File: config.mk
export PLATFORM = sky130hd
export DESIGN_NAME = pi_controller_antiwindup
export DESIGN_NICKNAME = d
export VERILOG_FILES = /design/src/design/piaw_pkg.sv /design/src/design/pi_controller_antiwindup.sv /design/src/design/piaw_regs.sv /design/src/design/piaw_mul.sv /design/src/design/piaw_core.sv
export SDC_FILE = /design/constraint.sdc
export NUM_CORES = 2
export LEC_CHECK = 0
export ABC_AREA = 1
export BUFFER_PORTS_ARGS = -buffer_cell sky130_fd_sc_hd__clkbuf_2
export CAP_MARGIN = 20
export CORE_MARGIN = 4
export CORE_UTILIZATION = 42
export CTS_CLUSTER_SIZE = 20
export DETAILED_ROUTE_END_ITERATION = 7
export PLACE_DENSITY_LB_ADDON = 0.2
export SLEW_MARGIN = 20
export SYNTH_ARGS = -nofsm -noshare
export SYNTH_HDL_FRONTEND = slang
export SYNTH_HIERARCHICAL = 1
export SYNTH_SLANG_ARGS = --single-unit
File: constraint.sdc
create_clock -name aclk -period 23.8 [get_ports aclk]
set_input_delay 1.19 -clock aclk [delete_from_list [all_inputs] [get_ports aclk]]
set_output_delay 1.19 -clock aclk [all_outputs]
set_load 0.03 [all_outputs]
File: src/design/piaw_pkg.sv
// Shared types, constants and helpers for the PI regulator with anti-windup.
// No dependencies; imported by every module of the block.
package piaw_pkg;

    // Default fraction bits of values and gains
    localparam int FRAC_BITS_DEF = 16;
    // Setpoint weight is Q1.16
    localparam int ALPHA_FRAC = 16;
    localparam logic [16:0] ALPHA_ONE = 17'h10000;
    localparam logic [16:0] ALPHA_RESET = ALPHA_ONE;

    // Shared multiplier operand and product widths
    localparam int OPA_W = 26;
    localparam int OPB_W = 34;
    localparam int PROD_W = OPA_W + OPB_W;
    localparam int WIDE_W = PROD_W + 1;

    // APB register map
    localparam int PADDR_W = 5;
    localparam int PDATA_W = 32;
    localparam logic [2:0] REG_VARIANT = 3'd0;
    localparam logic [2:0] REG_PROP = 3'd1;
    localparam logic [2:0] REG_INTEG = 3'd2;
    localparam logic [2:0] REG_WINDUP = 3'd3;
    localparam logic [2:0] REG_ALPHA = 3'd4;
    localparam logic [2:0] REG_UPPER = 3'd5;
    localparam logic [2:0] REG_LOWER = 3'd6;

    // Variant codes
    localparam logic [1:0] VAR_FULL = 2'd0;
    localparam logic [1:0] VAR_PI_ONLY = 2'd1;
    localparam logic [1:0] VAR_NO_COMP = 2'd2;

    localparam logic signed [31:0] S32_MAX = 32'sh7FFF_FFFF;
    localparam logic signed [31:0] S32_MIN = 32'sh8000_0000;

    typedef struct packed {
        logic [1:0]  variant;
        logic [23:0] prop_gain;
        logic [23:0] integ_gain;
        logic [23:0] windup_gain;
        logic [16:0] weight_alpha;
        logic [31:0] upper_limit;
        logic [31:0] lower_limit;
    } piaw_cfg_t;

    function automatic logic signed [31:0] sat32(input logic signed [WIDE_W-1:0] x);
        logic signed [31:0] r;
        if (x > WIDE_W'(S32_MAX)) begin
            r = S32_MAX;
        end else if (x < WIDE_W'(S32_MIN)) begin
            r = S32_MIN;
        end else begin
            r = x[31:0];
        end
        return r;
    endfunction

    // Upper test first; with crossed limits, values above the upper one resolve to it, others to the lower one
    function automatic logic signed [31:0] clamp_lim(input logic signed [WIDE_W-1:0] x,
                                                    input logic signed [31:0] hi,
                                                    input logic signed [31:0] lo);
        logic signed [31:0] r;
        if (x > WIDE_W'(hi)) begin
            r = hi;
        end else if (x < WIDE_W'(lo)) begin
            r = lo;
        end else begin
            r = x[31:0];
        end
        return r;
    endfunction

endpackage

File: src/design/pi_controller_antiwindup.sv
// Top level of the PI regulator with setpoint weighting and anti-windup.
// Depends on piaw_pkg; instantiates piaw_regs, piaw_mul and piaw_core.
//
// PI regulator, fixed point. Values are signed Q16.16 (FRAC_BITS fraction
// bits), gains unsigned Q8.16, the setpoint weight Q1.16. A run transaction
// (mode 0) updates the integrator with back-calculation anti-windup, forms
// the weighted P term plus integrator plus compensation, saturates to 32
// bits and clamps to [lower_limit, upper_limit]; the clamped drive is
// returned. A preset transaction (mode 1) loads the integrator unclamped and
// returns a drive of zero. Exactly one result transaction follows each input
// transaction. All products go through one shared 26x34 multiplier that a
// sequencer steps through six products. A run's result is valid once ST_AW,
// ST_KA, ST_KB, ST_INC, ST_P, ST_Q, ST_RAW and ST_OUT have passed, a
// preset's once ST_OUT has; s_ready is high only while the sequencer is
// idle, so the next transaction waits until the sequencer is back in
// ST_IDLE. A result still waiting on m_ready holds the following
// transaction in its last step until the result leaves. Registers sit on
// the APB port at 4*index (variant, prop_gain, integ_gain, windup_gain,
// weight_alpha, upper_limit, lower_limit); write them only while idle.
module pi_controller_antiwindup import piaw_pkg::*; #(
    parameter int FRAC_BITS = FRAC_BITS_DEF
) (
    input  logic               aclk,
    input  logic               aresetn,
    // configuration
    input  logic               psel,
    input  logic               penable,
    input  logic               pwrite,
    input  logic [PADDR_W-1:0] paddr,
    input  logic [PDATA_W-1:0] pwdata,
    output logic [PDATA_W-1:0] prdata,
    output logic               pready,
    // input transactions
    input  logic               s_valid,
    output logic               s_ready,
    input  logic               s_mode,
    input  logic signed [31:0] s_error,
    input  logic signed [31:0] s_feedback,
    input  logic signed [31:0] s_compensation,
    input  logic signed [31:0] s_preset_value,
    // result transactions
    output logic               m_valid,
    input  logic               m_ready,
    output logic signed [31:0] m_drive
);

    piaw_cfg_t                cfg;
    logic signed [OPA_W-1:0]  mul_a;
    logic signed [OPB_W-1:0]  mul_b;
    logic signed [PROD_W-1:0] mul_prod;

    // register file; the user must keep values stable while a transaction is in work, the block does not enforce it
    piaw_regs u_regs (
        .aclk    (aclk),
        .aresetn (aresetn),
        .psel    (psel),
        .penable (penable),
        .pwrite  (pwrite),
        .paddr   (paddr),
        .pwdata  (pwdata),
        .prdata  (prdata),
        .pready  (pready),
        .cfg     (cfg)
    );

    // the one multiplier, product registered for the next step
    piaw_mul u_mul (
        .aclk     (aclk),
        .mul_a    (mul_a),
        .mul_b    (mul_b),
        .mul_prod (mul_prod)
    );

    // sequencer: anti-windup, gains, integrator, P terms, saturate, clamp
    piaw_core #(
        .FRAC_BITS (FRAC_BITS)
    ) u_core (
        .aclk           (aclk),
        .aresetn        (aresetn),
        .cfg            (cfg),
        .s_valid        (s_valid),
        .s_ready        (s_ready),
        .s_mode         (s_mode),
        .s_error        (s_error),
        .s_feedback     (s_feedback),
        .s_compensation (s_compensation),
        .s_preset_value (s_preset_value),
        .m_valid        (m_valid),
        .m_ready        (m_ready),
        .m_drive        (m_drive),
        .mul_a          (mul_a),
        .mul_b          (mul_b),
        .mul_prod       (mul_prod)
    );

endmodule

File: src/design/piaw_regs.sv
// APB configuration register file of the PI regulator.
// Depends on piaw_pkg for the register map and the configuration struct.
module piaw_regs import piaw_pkg::*; (
    input  logic               aclk,
    input  logic               aresetn,
    input  logic               psel,
    input  logic               penable,
    input  logic               pwrite,
    input  logic [PADDR_W-1:0] paddr,
    input  logic [PDATA_W-1:0] pwdata,
    output logic [PDATA_W-1:0] prdata,
    output logic               pready,
    output piaw_cfg_t          cfg
);

    logic [1:0]  variant_reg;
    logic [23:0] prop_reg;
    logic [23:0] integ_reg;
    logic [23:0] windup_reg;
    logic [16:0] alpha_reg;
    logic [31:0] upper_reg;
    logic [31:0] lower_reg;
    logic [2:0]  idx;
    logic        wr_en;

    assign idx    = paddr[PADDR_W-1:2];
    assign wr_en  = psel & penable & pwrite;
    assign pready = 1'b1;

    always_ff @(posedge aclk) begin
        if (!aresetn) begin
            variant_reg <= VAR_FULL;
            prop_reg    <= '0;
            integ_reg   <= '0;
            windup_reg  <= '0;
            alpha_reg   <= ALPHA_RESET;
            upper_reg   <= '0;
            lower_reg   <= '0;
        end else if (wr_en) begin
            unique case (idx)
                REG_VARIANT: variant_reg <= pwdata[1:0];
                REG_PROP:    prop_reg    <= pwdata[23:0];
                REG_INTEG:   integ_reg   <= pwdata[23:0];
                REG_WINDUP:  windup_reg  <= pwdata[23:0];
                REG_ALPHA:   alpha_reg   <= pwdata[16:0];
                REG_UPPER:   upper_reg   <= pwdata;
                REG_LOWER:   lower_reg   <= pwdata;
                default: ;
            endcase
        end
    end

    always_comb begin
        unique case (idx)
            REG_VARIANT: prdata = PDATA_W'(variant_reg);
            REG_PROP:    prdata = PDATA_W'(prop_reg);
            REG_INTEG:   prdata = PDATA_W'(integ_reg);
            REG_WINDUP:  prdata = PDATA_W'(windup_reg);
            REG_ALPHA:   prdata = PDATA_W'(alpha_reg);
            REG_UPPER:   prdata = upper_reg;
            REG_LOWER:   prdata = lower_reg;
            default:     prdata = '0;
        endcase
    end

    assign cfg.variant      = variant_reg;
    assign cfg.prop_gain    = prop_reg;
    assign cfg.integ_gain   = integ_reg;
    assign cfg.windup_gain  = windup_reg;
    assign cfg.weight_alpha = alpha_reg;
    assign cfg.upper_limit  = upper_reg;
    assign cfg.lower_limit  = lower_reg;

endmodule

File: src/design/piaw_mul.sv
// Shared signed multiplier with a registered product.
// Depends on piaw_pkg for operand widths.
module piaw_mul import piaw_pkg::*; (
    input  logic                     aclk,
    input  logic signed [OPA_W-1:0]  mul_a,
    input  logic signed [OPB_W-1:0]  mul_b,
    output logic signed [PROD_W-1:0] mul_prod
);

    logic signed [PROD_W-1:0] prod_reg;

    always_ff @(posedge aclk) begin
        prod_reg <= mul_a * mul_b;
    end

    assign mul_prod = prod_reg;

endmodule

File: src/design/piaw_core.sv
// Sequencer and accumulate datapath of the PI regulator.
// Depends on piaw_pkg; drives the shared multiplier piaw_mul.
module piaw_core import piaw_pkg::*; #(
    parameter int FRAC_BITS = FRAC_BITS_DEF
) (
    input  logic                     aclk,
    input  logic                     aresetn,
    input  piaw_cfg_t                cfg,
    input  logic                     s_valid,
    output logic                     s_ready,
    input  logic                     s_mode,
    input  logic signed [31:0]       s_error,
    input  logic signed [31:0]       s_feedback,
    input  logic signed [31:0]       s_compensation,
    input  logic signed [31:0]       s_preset_value,
    output logic                     m_valid,
    input  logic                     m_ready,
    output logic signed [31:0]       m_drive,
    output logic signed [OPA_W-1:0]  mul_a,
    output logic signed [OPB_W-1:0]  mul_b,
    input  logic signed [PROD_W-1:0] mul_prod
);

    typedef enum logic [8:0] {
        ST_IDLE = 9'b000000001,
        ST_AW   = 9'b000000010,
        ST_KA   = 9'b000000100,
        ST_KB   = 9'b000001000,
        ST_INC  = 9'b000010000,
        ST_P    = 9'b000100000,
        ST_Q    = 9'b001000000,
        ST_RAW  = 9'b010000000,
        ST_OUT  = 9'b100000000
    } state_t;

    state_t                   state_reg;
    logic                     m_valid_reg;
    logic signed [31:0]       m_drive_reg;
    logic                     preset_reg;
    logic signed [31:0]       integrator_reg;
    logic signed [31:0]       raw_reg;
    logic signed [31:0]       clamped_reg;
    logic signed [31:0]       err_reg;
    logic signed [31:0]       fbk_reg;
    logic signed [31:0]       comp_reg;
    logic signed [31:0]       t_reg;
    logic signed [OPA_W-1:0]  ka_reg;
    logic signed [OPA_W-1:0]  kb_reg;
    logic signed [WIDE_W-1:0] acc_reg;

    logic                     accept;
    logic                     out_free;
    logic                     pi_only;
    logic                     no_comp;
    logic [16:0]              alpha_eff;
    logic signed [17:0]       alpha_cmp;
    logic signed [32:0]       excess;
    logic signed [31:0]       comp_eff;
    logic signed [WIDE_W-1:0] prod_ext;
    logic signed [WIDE_W-1:0] prod_f;
    logic signed [WIDE_W-1:0] prod_a;
    logic signed [31:0]       drive_val;

    assign s_ready  = (state_reg == ST_IDLE);
    assign accept   = s_valid & s_ready;
    assign out_free = ~m_valid_reg | m_ready;
    assign m_valid  = m_valid_reg;
    assign m_drive  = m_drive_reg;

    assign pi_only   = (cfg.variant == VAR_PI_ONLY);
    assign no_comp   = (cfg.variant == VAR_PI_ONLY) || (cfg.variant == VAR_NO_COMP);
    assign alpha_eff = pi_only ? ALPHA_ONE : cfg.weight_alpha;
    assign alpha_cmp = signed'({1'b0, ALPHA_ONE}) - signed'({1'b0, alpha_eff});
    assign excess    = 33'(raw_reg) - 33'(clamped_reg);
    assign comp_eff  = no_comp ? 32'sd0 : comp_reg;

    // floored products: arithmetic shift of the registered product
    assign prod_ext = {mul_prod[PROD_W-1], mul_prod};
    assign prod_f   = prod_ext >>> FRAC_BITS;
    assign prod_a   = prod_ext >>> ALPHA_FRAC;

    assign drive_val = preset_reg ? 32'sd0
                     : clamp_lim(WIDE_W'(raw_reg), cfg.upper_limit, cfg.lower_limit);

    // operand select for the shared multiplier
    always_comb begin
        mul_a = '0;
        mul_b = '0;
        unique case (state_reg)
            ST_AW: begin
                mul_a = signed'(OPA_W'(cfg.windup_gain));
                mul_b = pi_only ? '0 : OPB_W'(excess);
            end
            ST_KA: begin
                mul_a = signed'(OPA_W'(alpha_eff));
                mul_b = signed'(OPB_W'(cfg.prop_gain));
            end
            ST_KB: begin
                mul_a = OPA_W'(alpha_cmp);
                mul_b = signed'(OPB_W'(cfg.prop_gain));
            end
            ST_INC: begin
                mul_a = signed'(OPA_W'(cfg.integ_gain));
                mul_b = OPB_W'(t_reg);
            end
            ST_P: begin
                mul_a = ka_reg;
                mul_b = OPB_W'(err_reg);
            end
            ST_Q: begin
                mul_a = kb_reg;
                mul_b = OPB_W'(fbk_reg);
            end
            default: ;
        endcase
    end

    // control and controller state
    always_ff @(posedge aclk) begin
        if (!aresetn) begin
            state_reg      <= ST_IDLE;
            m_valid_reg    <= 1'b0;
            preset_reg     <= 1'b0;
            integrator_reg <= '0;
            raw_reg        <= '0;
            clamped_reg    <= '0;
        end else begin
            // in ST_OUT the handoff below owns the valid flag
            if (m_valid_reg && m_ready && (state_reg != ST_OUT)) begin
                m_valid_reg <= 1'b0;
            end
            unique case (state_reg)
                ST_IDLE: begin
                    if (accept) begin
                        preset_reg <= s_mode;
                        if (s_mode) begin
                            integrator_reg <= s_preset_value;
                            raw_reg        <= '0;
                            clamped_reg    <= '0;
                            state_reg      <= ST_OUT;
                        end else begin
                            state_reg <= ST_AW;
                        end
                    end
                end
                ST_AW:  state_reg <= ST_KA;
                ST_KA:  state_reg <= ST_KB;
                ST_KB:  state_reg <= ST_INC;
                ST_INC: state_reg <= ST_P;
                ST_P: begin
                    integrator_reg <= clamp_lim(WIDE_W'(integrator_reg) + prod_f,
                                                cfg.upper_limit, cfg.lower_limit);
                    state_reg <= ST_Q;
                end
                ST_Q:   state_reg <= ST_RAW;
                ST_RAW: begin
                    raw_reg   <= sat32(acc_reg - prod_f);
                    state_reg <= ST_OUT;
                end
                ST_OUT: begin
                    if (out_free) begin
                        clamped_reg <= drive_val;
                        m_valid_reg <= 1'b1;
                        state_reg   <= ST_IDLE;
                    end
                end
                default: state_reg <= ST_IDLE;
            endcase
        end
    end

    // datapath registers
    always_ff @(posedge aclk) begin
        if (accept) begin
            err_reg  <= s_error;
            fbk_reg  <= s_feedback;
            comp_reg <= s_compensation;
        end
        if (state_reg == ST_KA) begin
            t_reg <= sat32(WIDE_W'(err_reg) - prod_f);
        end
        if (state_reg == ST_KB) begin
            ka_reg <= prod_a[OPA_W-1:0];
        end
        if (state_reg == ST_INC) begin
            kb_reg <= prod_a[OPA_W-1:0];
        end
        if (state_reg == ST_Q) begin
            acc_reg <= prod_f + WIDE_W'(integrator_reg) + WIDE_W'(comp_eff);
        end
        if ((state_reg == ST_OUT) && out_free) begin
            m_drive_reg <= drive_val;
        end
    end

endmodule
==> metrics.md <==
| Metric | Value |
|---|---|
| TritonCTS Buffers | `68` |
| Clock Latency Late Sink | `0.71 ns` |
| Setup TNS Final | `0 ns` |
| Post-Syn Instances | `10554` |
| Worst-Margin Slew | `1.30 ns` |
| Root Buffer | `clkbuf_16` |
| CTS sink count | `564` |
| Final #Nets | `12197` |
| Type of the worst setup path | `register to register` |
| Row count | `155` |
| Max VDD drop | `0.0590 mV` |
| Syn Nets | `12161` |
| Sequential Area | `13900 um2` |
| DR vias | `68968` |
| Worst setup SP type | `register` |
| Hold path start | `u_core/clamped_reg[29]$_SDFFE_PN0P_` |
| Hold Crit Class | `register to register` |
| Resized cells post-CTS | `0` |
| Dpl hpwl | `249000 um` |
| # IOs | `240` |
| Max-slew violations | `0` |
| Worst Hold End | `u_core/clamped_reg[29]$_SDFFE_PN0P_` |
| Hold Buf Count CTS | `0` |
| Commonest non-fill, non-tap cells in the layout | `nand2_1, inv_1, fa_1` |
| Grt ovf | `0` |
| Fin crit share | `0.450` |
| Crit-path most repeated cell | `nand2_1` |
| Final wirelength | `305000 um` |
| R2r worst-path depth | `42` |
| Die Wd | `433 um` |
| Average wire per standard cell | `23.4 um` |
| Post-Syn Area | `75900 um2` |
| Die Area | `187000 um2` |
| Status | `complete, no violations` |
| Max Fclk | `0.0934 GHz` |
| Initial DRT Pass Iterations | `5` |
| Setup Fix Bufs, Post-CTS | `0` |
| Leakage power total | `0.0443 uW` |
| DR DRC count | `0` |
| Initial core utilization | `0.424` |
| Clk slew on worst S/H paths | `0.07 ns` |
| Max-cap violations | `0` |
| Gr usage total | `0.323` |
| CP Data Arrival Time | `11.32 ns` |
| Power Density | `38.3 nW/um2` |
| DP Area | `79400 um2` |
| Antenna violations before repair | `11` |
| Final Wtd Congestion | `1.01` |
| Mean Syn Cell Area | `7.19 um2` |
| WP buf/inv | `9` |
| Routed Antenna Nets | `0` |
| Largest net degree at the start of global routing | `100` |
| Fin crit period | `10.70 ns` |
| Max FFs per register | `46` |
| Fin Clk Skew | `0.0536 ns` |
| DRT iter0 DRCs | `7261` |
| Die Y | `433 um` |
| Design area | `81900 um2` |
| Layout cells sized above 1 | `0.0681` |
| Fin. Hold Viols | `0` |
| Yosys warns | `6` |
| Vias in the first global route | `66496` |
| CTS tree | `yes` |
| Worst path max stage delay | `0.83 ns` |
| Commonest non-fill, non-tap cell in the layout | `nand2_1` |
| FF-to-FF End | `u_mul/mul_prod[59]$_DFF_P_` |
| Slew HR | `0.129` |
| Top fanout value on the critical path | `52` |
| Avg Vias per Cell | `5.30` |
| Worst hold path stage count | `2` |
| Syn-to-layout area delta | `7.92%` |
| Area of the multi-input gates | `51900 um2` |
| Reg2Reg Launch Point | `u_core/raw_reg[0]$_SDFFE_PN0P_` |
| H-tree Lvls | `3` |
| R2r setup slk | `13.10 ns` |
| Family with the most delay on the worst path | `adder cells` |
| Crit-path slowest cell | `fa_1` |
| Number of setup violations in the final report | `0` |
| Fill count | `18359` |
| Core area | `179000 um2` |
| First-pass GRT wire length | `445000 um` |
| CP endpoint kind | `register` |
| RSZ-0062 raised after global routing | `false` |
| Critical path required time | `24.42 ns` |
| Number of port buffers | `236` |
| Max Buffers Root-to-Sink | `3` |
## power by group
part | internal, uW | leakage (uW) | switching [uW]
Clock | 652 | 0.00118 | 495
Sequential | 1080 | 0.00481 | 50.9
Combinational | 239 | 0.0383 | 618
## stage by stage
step           power (uW)  worst slack, ns  instances  hold slack [ns]  utilization
6_report             3130            13.10      13006            0.468        0.457
5_1_grt              3260            12.40      13001            0.492        0.457
4_1_cts              3120            13.18      13000            0.467        0.457
3_5_place_dp         1980            13.23      12874            0.458        0.443
3_3_place_gp         1970            13.41      12874            0.458        0.443
2_1_floorplan        1670            14.83      10554            0.444            -
## metal layers
metal | wire length (um) | track usage | up-vias
li1 | - | - | 32197
met1 | 136000 | 0.467 | 33420
met2 | 127000 | 0.477 | 2947
met3 | 28200 | 0.0655 | 404
met4 | 12800 | 0.113 | 0
met5 | 0 | 0 | -
## worst max path at each step
stage | startpoint | to | cells past startpoint
after floorplan | u_core/state_reg[0]$_SDFFE_PN1P_ | u_mul/mul_prod[59]$_DFF_P_ | 36
after global placement | u_core/raw_reg[0]$_SDFFE_PN0P_ | u_mul/mul_prod[59]$_DFF_P_ | 42
after detailed placement | u_core/raw_reg[0]$_SDFFE_PN0P_ | u_mul/mul_prod[59]$_DFF_P_ | 42
after CTS | u_core/raw_reg[0]$_SDFFE_PN0P_ | u_mul/mul_prod[59]$_DFF_P_ | 42
after global routing | u_core/raw_reg[0]$_SDFFE_PN0P_ | u_mul/mul_prod[59]$_DFF_P_ | 42
final | u_core/raw_reg[0]$_SDFFE_PN0P_ | u_mul/mul_prod[59]$_DFF_P_ | 42
## worst reg2reg max path: cells and delay by family, from the launching register on
family          cells  cell delay [ns]
fa+ha+maj          10             5.17
flops               1             0.36
compound gates      4             0.84
buf+inv             9             1.79
simple gates       19             2.46
## cell type report
cell class / instances / area share
multi-input combinational: 7304 / 0.633
inverter: 2293 / 0.105
clock inverter: 32 / 0.00570
tap: 2355 / 0.0360
timing repair buffer: 359 / 0.0259
clock buffer: 94 / 0.0241
sequential: 564 / 0.169
antenna: 5 / 0.000153
Note: power is estimated with default switching activity, not from simulation.
